### config.mk
export PLATFORM = sky130hd
export DESIGN_NAME = tcw_controller
export DESIGN_NICKNAME = d
export VERILOG_FILES = /design/src/rtl/tcw_pkg.sv /design/src/rtl/tcw_controller.sv
export SDC_FILE = /design/constraint.sdc
export NUM_CORES = 1
export LEC_CHECK = 0
export ABC_CLOCK_PERIOD_IN_PS = 1700
export BUFFER_PORTS_ARGS = -buffer_cell sky130_fd_sc_hd__buf_2
export CORE_AREA = 2 2 39 41
export CTS_CLUSTER_DIAMETER = 200
export DETAILED_ROUTE_END_ITERATION = 6
export DIE_AREA = 0 0 41 43
export PLACE_DENSITY = 0.71
export SLEW_MARGIN = 0
export SYNTH_ARGS = -nofsm -noshare
export SYNTH_HDL_FRONTEND = slang
export SYNTH_SLANG_ARGS = --single-unit
### constraint.sdc
create_clock -name clock -period 1.7 [get_ports clock]
set_input_delay 0.34 -clock clock [delete_from_list [all_inputs] [get_ports clock]]
set_output_delay 0.34 -clock clock [all_outputs]
set_load 0.03 [all_outputs]
### src/rtl/tcw_pkg.sv
package tcw_pkg;

   localparam int KIND_W  = 2;
   localparam int COORD_W = 8;
   localparam int CHAR_W  = 8;
   localparam int ATTR_W  = 8;
   localparam int CELL_W  = 16;

   localparam logic [KIND_W-1:0] KIND_CHAR  = 2'd0;
   localparam logic [KIND_W-1:0] KIND_READ  = 2'd1;
   localparam logic [KIND_W-1:0] KIND_CLEAR = 2'd2;

   localparam logic [CHAR_W-1:0] CH_CR           = 8'h0D;
   localparam logic [CHAR_W-1:0] CH_LF           = 8'h0A;
   localparam logic [CHAR_W-1:0] FIRST_PRINTABLE = 8'd32;
   localparam logic [CELL_W-1:0] BLANK_CELL      = 16'h0020;
   localparam logic [CELL_W-1:0] ZERO_CELL       = 16'h0000;

   typedef struct packed {
      logic load_item;
      logic move_cursor;
      logic finish_scroll;
      logic calc_prow;
      logic draw;
      logic read_issue;
      logic read_capture;
      logic sweep_clear;
      logic sweep_blank;
      logic load_result;
   } ctrl_cmd_type;

   typedef struct packed {
      logic [KIND_W-1:0] kind;
      logic              printable;
      logic              need_scroll;
      logic              in_range;
      logic              clear_last;
      logic              row_last;
      logic              rsp_free;
   } ctrl_status_type;

endpackage

### src/rtl/tcw_controller.sv
module tcw_controller (
   input  logic                     clock,
   input  logic                     reset,
   input  logic                     req_valid,
   output logic                     req_ready,
   input  tcw_pkg::ctrl_status_type status,
   output tcw_pkg::ctrl_cmd_type    cmd
);
   import tcw_pkg::*;

   typedef enum logic [3:0] {
      S_INIT,
      S_IDLE,
      S_EXEC,
      S_SCROLL,
      S_ADDR,
      S_DRAW,
      S_READ,
      S_READ_WAIT,
      S_CLEAR,
      S_DONE
   } state_type;

   state_type state_ff, state_in;

   assign req_ready = state_ff == S_IDLE;

   always_comb begin
      state_in = state_ff;
      cmd      = '0;
      unique case (state_ff)
         S_INIT: begin
            cmd.sweep_clear = 1'b1;
            if (status.clear_last) begin
               state_in = S_IDLE;
            end
         end
         S_IDLE: begin
            if (req_valid) begin
               cmd.load_item = 1'b1;
               state_in      = S_EXEC;
            end
         end
         S_EXEC: begin
            unique case (status.kind)
               KIND_CHAR: begin
                  cmd.move_cursor = 1'b1;
                  priority if (status.need_scroll) begin
                     state_in = S_SCROLL;
                  end else if (status.printable) begin
                     state_in = S_ADDR;
                  end else begin
                     state_in = S_DONE;
                  end
               end
               KIND_READ: begin
                  cmd.calc_prow = 1'b1;
                  state_in      = status.in_range ? S_READ : S_DONE;
               end
               KIND_CLEAR: begin
                  state_in = S_CLEAR;
               end
               default: begin
                  state_in = S_DONE;
               end
            endcase
         end
         S_SCROLL: begin
            cmd.sweep_blank = 1'b1;
            if (status.row_last) begin
               cmd.finish_scroll = 1'b1;
               state_in          = status.printable ? S_ADDR : S_DONE;
            end
         end
         S_ADDR: begin
            cmd.calc_prow = 1'b1;
            state_in      = S_DRAW;
         end
         S_DRAW: begin
            cmd.draw = 1'b1;
            state_in = S_DONE;
         end
         S_READ: begin
            cmd.read_issue = 1'b1;
            state_in       = S_READ_WAIT;
         end
         S_READ_WAIT: begin
            cmd.read_capture = 1'b1;
            state_in         = S_DONE;
         end
         S_CLEAR: begin
            cmd.sweep_clear = 1'b1;
            if (status.clear_last) begin
               state_in = S_DONE;
            end
         end
         S_DONE: begin
            if (status.rsp_free) begin
               cmd.load_result = 1'b1;
               state_in        = S_IDLE;
            end
         end
         default: begin
            state_in = S_IDLE;
         end
      endcase
   end

   always_ff @(posedge clock) begin
      if (reset) begin
         state_ff <= S_INIT;
      end else begin
         state_ff <= state_in;
      end
   end
endmodule

==> Word-level counts from Yosys, hierarchy flattened <==
Cells that the tools add are included.
{ "word_totals": {"register_bits": 4, "out_inout_bits": 11, "elab_cells": 47} }
{ "classes": {"eq_ne": 16, "muxes": 25, "n_reduce_logical": 5} }
{ "ops": {"columns": ["op", "count"], "rows": [
  ["$pmux 4 s9", 1],
  ["$mux 4", 8],
  ["$eq 4x3->1 const B", 4],
  ["$mux 1", 14],
  ["$pmux 4 s3", 1],
  ["$ne 2x2->1 const B", 5],
  ["$eq 4x2->1 const B", 2],
  ["$eq 4x4->1 const B", 2],
  ["$reduce_and 5->1", 1],
  ["$eq 4x1->1 const B", 1],
  ["$logic_not 4->1", 1],
  ["$reduce_or 2->1", 2],
  ["$eq 2x1->1 const B", 1],
  ["$eq 2x2->1 const B", 1],
  ["$logic_not 2->1", 1],
  ["$pmux 1 s2", 1]
]} }

==> Logic depth before layout (Yosys ltp) <==
Gate-level depths: netlist of run 1.
{ "depth": {"ltp_word": 4, "ltp_mapped": 5} }

==> Least setup slack after synthesis of run 1 <==
OpenSTA, ideal clock, no wires.
{ "synth_path": {"path_type": "register to output", "startpoint": "register state_ff[1]", "endpoint": "output cmd[6] in the netlist's numbering", "arrival_time_ns": 1.499, "slack_ns": -0.139, "path_stages_with_launch": 4, "n_path_buf": 1, "path_cell_list": "dfxtp_1 buf_4 or4b_1 a211oi_2"} }
{ "synth_lines": {"columns": ["element", "line_no", "text"], "rows": [
  ["start, declared", "tcw_controller.sv:24", "state_type state_ff, state_in;"],
  ["start signal, assigned", "tcw_controller.sv:113", "state_ff <= state_in;"],
  ["end, declared", "tcw_controller.sv:7", "output tcw_pkg::ctrl_cmd_type cmd"]
]} }

==> impl_summary.txt, run 1 <==
----------------------------------------------------
[Global routing]
  Total routing resource utilization after global routing ... roughly 21%
  Number of global-route vias before repair ... 595
  Pin count of the biggest net entering global routing ... 12
  Global route overflow ... 0
  Wire length of the first global-routing pass ... 2.463 mm
  Number of antenna violations at the first check in global routing ... 0

[Finish]
  Registers with the most flip-flops ... state_ff x4
  # diodes ... 0
  Max reg flops ... 4
  Largest reg by FF count ... state_ff
  Share of final-layout standard cells stronger than drive strength 1 ... 56.86%
  Finished Layout Cells ... 118
  Layout overhead on the synthesized area ... 71.98%
  Filler Cells Inserted ... 122
  Final Instance Area ... 837.1 um2
  Final net count ... about 120

[Power and ir drop]
  Combinational group share of total power ... 51.8%
  Leakage power summed over all cells ... 0.3760 nW
  Switching portion of total power ... 39.76%
  Flop pwr share ... 24.4%
  Clock network fraction of total power ... 23.9%
  Total power consumption of the routed design ... roughly 530 uW
  P_int ... 317.6 uW
  Power density over the cells ... 629.9 nW/um2
  Net load switching power ... between 200 and 250 uW
  Maximum vdd drop ... 0.0002665 V

[STA]
  Setup repair after global routing missed its margin ... true
  Number of failing setup endpoints in the final timing report ... 2
  Maximum clock frequency ... 556.5 MHz
  Total negative slack for setup checks ... -0.1666 ns
  Final Max Tran Viols ... 0
  Final worst-path setup slack ... -0.09692 ns
  Minimum period implied by the final worst setup slack ... 1.797 ns
  Max Clock Skew ... around 0.0035 ns
  Tightest slew margin relative to the limit ... 64.52%
  Final Cycle Share ... 105.7%
  Slew of the pin with the lowest slew margin ... 0.5248 ns
  Final hold violation count ... 0

[Clock network]
  Cts bufs inserted ... 3
  Num Clock Sinks ... 4
  TritonCTS clock tree ... done
  Register clock-pin slew on the reported worst setup and hold paths ... 0.04 ns
  Clock Root Buffer ... clkbuf_4
  Number of hold buffers added after CTS ... 0
  Later-pin clock latency in the skew report ... 0.25 ns
  H-tree Lvls ... 1
  Max Buffers Root-to-Sink ... 2

[Detailed routing]
  DRC violation count after routing ... 0
  Number of nets still failing antenna checks after routing ... 0
  Per-cell via count in the routed design ... 5.610
  Detailed-route via count ... between 600 and 700
  Sum of routed wire length over all layers ... 1.674 mm
  Initial DRT Pass Iterations ... 4
  DRC marker count from the first detailed-route iteration ... 12
  Detail-routed net length per standard cell ... about 14 um

[Place]
  Instance area after placement ... 675.6 um2
  Number of buffer cells added on primary ports ... 21
  HPWL after detailed placement ... 1.054 mm
  Placed instance count ... 108
  Final estimated routing congestion in global placement ... about 0.84

[Logic synthesis]
  Portion of the post-synthesis area used by sequential elements ... 16.45%
  Yosys warning total ... 0
  Post-synth top flop ... dfxtp_1
  Number of flip-flops and latches in the synthesized netlist ... 4
  Number of synthesized flops with an enable pin ... 0
  Syn Std Cell Area ... 486.7 um2
  Async set or reset register ratio after synthesis ... 0%
  Distinct cell type count after synthesis ... 31
  Cells after Synth ... 66
  Net count after synthesis ... 77
  Avg Synthesized Cell Area ... approximately 7.4 um2

[Setup path]
  Top fanout value on the critical path ... 2
  Slowest cell on the critical path ... or4b_4
  Crit-path leading delay family ... simple AND/OR/NAND/NOR gates
  Cells along the critical path ... or4b_4 -> a211oi_4 -> buf_6
  Critical path launch point type ... flip-flop
  Crit path kind ... reg -> out
  Nature of the critical path endpoint ... output pin
  Required time of the critical path ... between 1 and 1.5 ns
  CP Buf/Inv Count ... 1
  Delay of the slowest cell on the worst path ... 0.52 ns
  Arrival time of the worst setup path ... 1.46 ns

[Floorplan]
  Horizontal extent of the die ... a little over 40 um
  Boundary pin count ... 22
  Core outline area ... 1384 um2
  Number of standard-cell rows in the floorplan ... 14
  Total die area ... approximately 1800 um2
  Overall die height ... approximately 43 um
  Initial core utilization ... 35.17%

[Min path]
  Hold/Removal Path Class ... in -> reg

[Job]
  MaxCap Viol Count ... 0

[Run status]
  Failing checks ... negative setup slack
  Status ... complete, but fails checks

----------------------------------------------------
## cell families after synthesis
family                 after synthesis  share of synthesized area (%)
buffers and inverters                7                          6.684
AO/OA/AOI/OAI                       18                          28.28
flip-flops                           4                          16.45
AND/OR/NAND/NOR                     34                          42.42
multiplexers                         3                          6.170
## placed cells by master (no fill, tap or decap), drive strengths merged
| cell | n |
|---|---|
| mux2i | 3 |
| o22ai | 1 |
| a32oi | 1 |
| a221oi | 1 |
| inv | 3 |
| nand3b | 1 |
| nand2 | 4 |
| nor4b | 1 |
| or4 | 1 |
| clkbuf | 3 |
| a31oi | 2 |
| nor2b | 4 |
| or4b | 1 |
| nor2 | 4 |
| and4b | 1 |
| o21ai | 3 |
| o211ai | 2 |
| buf | 37 |
| a21oi | 3 |
| dfxtp | 4 |
| a211oi | 1 |
| nor4 | 1 |
| nand2b | 3 |
| or3 | 3 |
| nor3 | 6 |
| and2 | 1 |
| o21bai | 4 |
| nand4bb | 1 |
| and3 | 2 |
## cells in the mapped netlist, types with 2 or more instances
master / count / area, um2
a21oi_2: 2 / 17.52
a31oi_1: 2 / 12.51
and3_1: 2 / 12.51
buf_2: 2 / 10.01
dfxtp_1: 4 / 80.08
inv_1: 3 / 11.26
mux2i_1: 3 / 30.03
nand2_1: 4 / 15.01
nand2b_1: 3 / 18.77
nor2_1: 4 / 15.01
nor2b_1: 4 / 25.02
nor3_1: 6 / 30.03
o211ai_1: 2 / 15.01
o21ai_0: 3 / 15.01
o21bai_1: 4 / 30.03
or3_1: 3 / 18.77
## worst paths after layout
check	slack, ns	startpoint	end	cells past startpoint
setup / recovery	-0.1	state_ff[2]	cmd[6]	3
hold / removal	0.32	reset	state_ff[0]	2
setup reg to reg	0	state_ff[2]	state_ff[0]	6
hold reg to reg	0.77	state_ff[0]	state_ff[3]	3
## cell type report
class	count	area, um2	area share (%)
clock buffers	3	22.52	2.691
repair buffers	37	256.5	30.64
flip-flops and latches	4	86.33	10.31
inverters	3	11.26	1.345
multi-input cells	55	440.4	52.62
well taps	16	20.02	2.392
## routing by layer
layer / track usage (%) / share of wire [%]
met1: 23.40 / 41
met2: 35.63 / 53
met3: 3.141 / 5.0
met4: 8.000 / 1.3
met5: 0 / 0
## through the flow
stage | hold WS [ns] | setup WS, ns | util [%]
floorplan | 0.4187 | -0.08208 | -
global placement | 0.5762 | -0.1000 | 48.82
detailed placement | 0.5755 | -0.1098 | 48.82
CTS | 0.3195 | -0.09675 | 56.51
global route | 0.3301 | -0.1519 | 60.49
finish | 0.3171 | -0.09692 | 60.49
## power groups by stage
stage / registers, mW / clock network [mW] / logic (mW)
final: 0.128 / 0.126 / 0.273
after floorplan: 0.113 / 0 / 0.152
after detailed placement: 0.127 / 0 / 0.215
after CTS: 0.127 / 0.123 / 0.236
after global placement: 0.125 / 0 / 0.212
after global routing: 0.131 / 0.135 / 0.291
## what timing repair did
| item | CTS | global route |
|---|---|---|
| setup buffers | 5 | 2 |
| hold endpoints to repair | 0 | 0 |
| gates resized for setup | 14 | 10 |
| pin swaps | 2 | 3 |
| endpoints found under the setup margin | 10 | 8 |
Note: power is estimated with default switching activity, not from simulation.
==> inputs of run 2 (changes only) <==
--- a/config.mk
+++ b/config.mk
@@ -12,6 +12,7 @@
 export DETAILED_ROUTE_END_ITERATION = 6
 export DIE_AREA = 0 0 41 43
 export PLACE_DENSITY = 0.71
+export SKIP_CTS_REPAIR_TIMING = 1
 export SLEW_MARGIN = 0
 export SYNTH_ARGS = -nofsm -noshare
 export SYNTH_HDL_FRONTEND = slang
==> impl_summary.txt, run 2 (synthesized netlist as in run 1, its figures left out) <==
----------------------------------------------------
[Run status]
  Status ... complete, but fails checks
  Failing checks ... negative setup slack

[Power and ir drop]
  Leakage power summed over all cells ... approximately 0.33 nW
  Maximum vdd drop ... 0.0002437 V
  Total power consumption of the routed design ... approximately 480 uW
  Power density over the cells ... between 600 and 700 nW/um2

[Place]
  Instance area after placement ... 675.6 um2
  Number of buffer cells added on primary ports ... 21
  Final estimated routing congestion in global placement ... around 0.84
  Placed instance count ... 108
  DP Worst Slack ... -0.1098 ns
  HPWL after detailed placement ... ~1.1 mm

[Finish]
  Highest-count cells in the layout ignoring fill and taps ... buf_2, buf_4
  Final Instance Area ... roughly 750 um2
  Max reg flops ... 4
  Largest reg by FF count ... state_ff
  Share of final-layout standard cells stronger than drive strength 1 ... 50.53%
  Final net count ... 108
  # diodes ... 0
  Registers with the most flip-flops ... state_ff x4
  Layout overhead on the synthesized area ... 53.98%
  End-of-flow core utilization ... 54.16%
  Finished Layout Cells ... 111
  Most common library cell in the layout ignoring fill and taps ... buf_2

[STA]
  Tightest slew margin relative to the limit ... 75.33%
  Final worst-path setup slack ... -0.1003 ns
  Final Max Tran Viols ... 0
  Minimum period implied by the final worst setup slack ... 1.800 ns
  Maximum clock frequency ... around 560 MHz
  Setup repair after global routing missed its margin ... true
  Min Hold Slack ... 0.3310 ns
  Max Clock Skew ... about 0.0029 ns
  Total negative slack for setup checks ... -0.1946 ns
  Number of failing setup endpoints in the final timing report ... 2
  Slew of the pin with the lowest slew margin ... 0.3649 ns
  Final hold violation count ... 0
  Final Cycle Share ... 105.9%

[Setup path]
  Nature of the critical path endpoint ... output pin
  Top fanout value on the critical path ... 13
  Source of the worst register-to-register timing path ... state_ff[1]
  Crit path kind ... reg -> out
  Critical path launch point type ... flip-flop
  Arrival time of the worst setup path ... 1.46 ns
  Required time of the critical path ... roughly 1.4 ns
  FF-to-FF End ... state_ff[0]
  Depth of the most critical reg-to-reg path ... 5
  Worst reg-to-reg setup slack ... between 0.15 and 0.2 ns

[Floorplan]
  Overall die height ... 43 um
  Core outline area ... 1384 um2
  Horizontal extent of the die ... 41 um
  Number of standard-cell rows in the floorplan ... 14
  Total die area ... 1763 um2
  Initial core utilization ... 35.17%
  Boundary pin count ... 22

[Detailed routing]
  DRC marker count from the first detailed-route iteration ... 8
  Per-cell via count in the routed design ... approximately 5.5
  Initial DRT Pass Iterations ... 5
  Number of nets still failing antenna checks after routing ... 0
  Detailed-route via count ... 607
  Sum of routed wire length over all layers ... 1.442 mm
  DRC violation count after routing ... 0
  Detail-routed net length per standard cell ... 12.99 um

[Global routing]
  Number of antenna violations at the first check in global routing ... 0
  Total routing resource utilization after global routing ... 18.15%
  Pin count of the biggest net entering global routing ... 15
  Global route overflow ... 0
  Wire length of the first global-routing pass ... 2.194 mm
  Number of global-route vias before repair ... 548

[Clock network]
  TritonCTS clock tree ... done
  H-tree Lvls ... 1
  Register clock-pin slew on the reported worst setup and hold paths ... 0.04 ns
  Cts bufs inserted ... 3
  Clock Root Buffer ... clkbuf_4
  Max Buffers Root-to-Sink ... 2
  Later-pin clock latency in the skew report ... 0.24 ns
  Num Clock Sinks ... 4

[Min path]
  Origin of the worst min-delay path ... reset
  Hold/Removal Path Class ... in -> reg
  WHS Endpoint ... state_ff[0]
  Instance count along the most critical hold path ... 2

[Job]
  MaxCap Viol Count ... 0

----------------------------------------------------
[run 2: worst max-delay path, stage by stage (launching register included)]
cell and delay [ns]:
dfxtp_2 0.32, buf_6 0.14, nand2b_4 0.14, or3_4 0.33, nor3_2 0.11, buf_4 0.18
[run 2: how the worst max path moves through the flow]
stage                     depth (start not counted)   startpoint  slack [ns]     end
after detailed placement                          4    status[7]       -0.11  cmd[6]
after CTS                                         3  state_ff[2]       -0.22  cmd[6]
after global placement                            4    status[7]       -0.10  cmd[6]
after floorplan                                   3  state_ff[1]       -0.08  cmd[6]
final                                             5  state_ff[2]       -0.10  cmd[8]
after global routing                              5  state_ff[2]       -0.16  cmd[8]
[run 2: routing by layer]
layer / GRT usage, % / wire, um / vias up / part of all wire [%]
met5: 0 / 0 / - / 0
met4: 8.000 / 24 / 0 / 1.7
met3: 3.141 / 63 / 4 / 4.4
met2: 30.63 / 745 / 22 / 52
met1: 20.83 / 609 / 272 / 42
li1: - / - / 309 / -
[run 2: layout make-up]
cell class,count,area [um2]
flip-flops and latches,4,86.33
repair buffers,30,196.4
fillers,133,634.4
clock buffers,3,22.52
multi-input cells,55,412.9
inverters,3,11.26
well taps,16,20.02
[run 2: report_power, final]
part	leakage [nW]	internal, mW	switching (mW)	total (mW)
logic	0.282	0.104	0.126	0.230
clock network	0.0138	0.0793	0.0432	0.122
registers	0.0343	0.106	0.0223	0.128
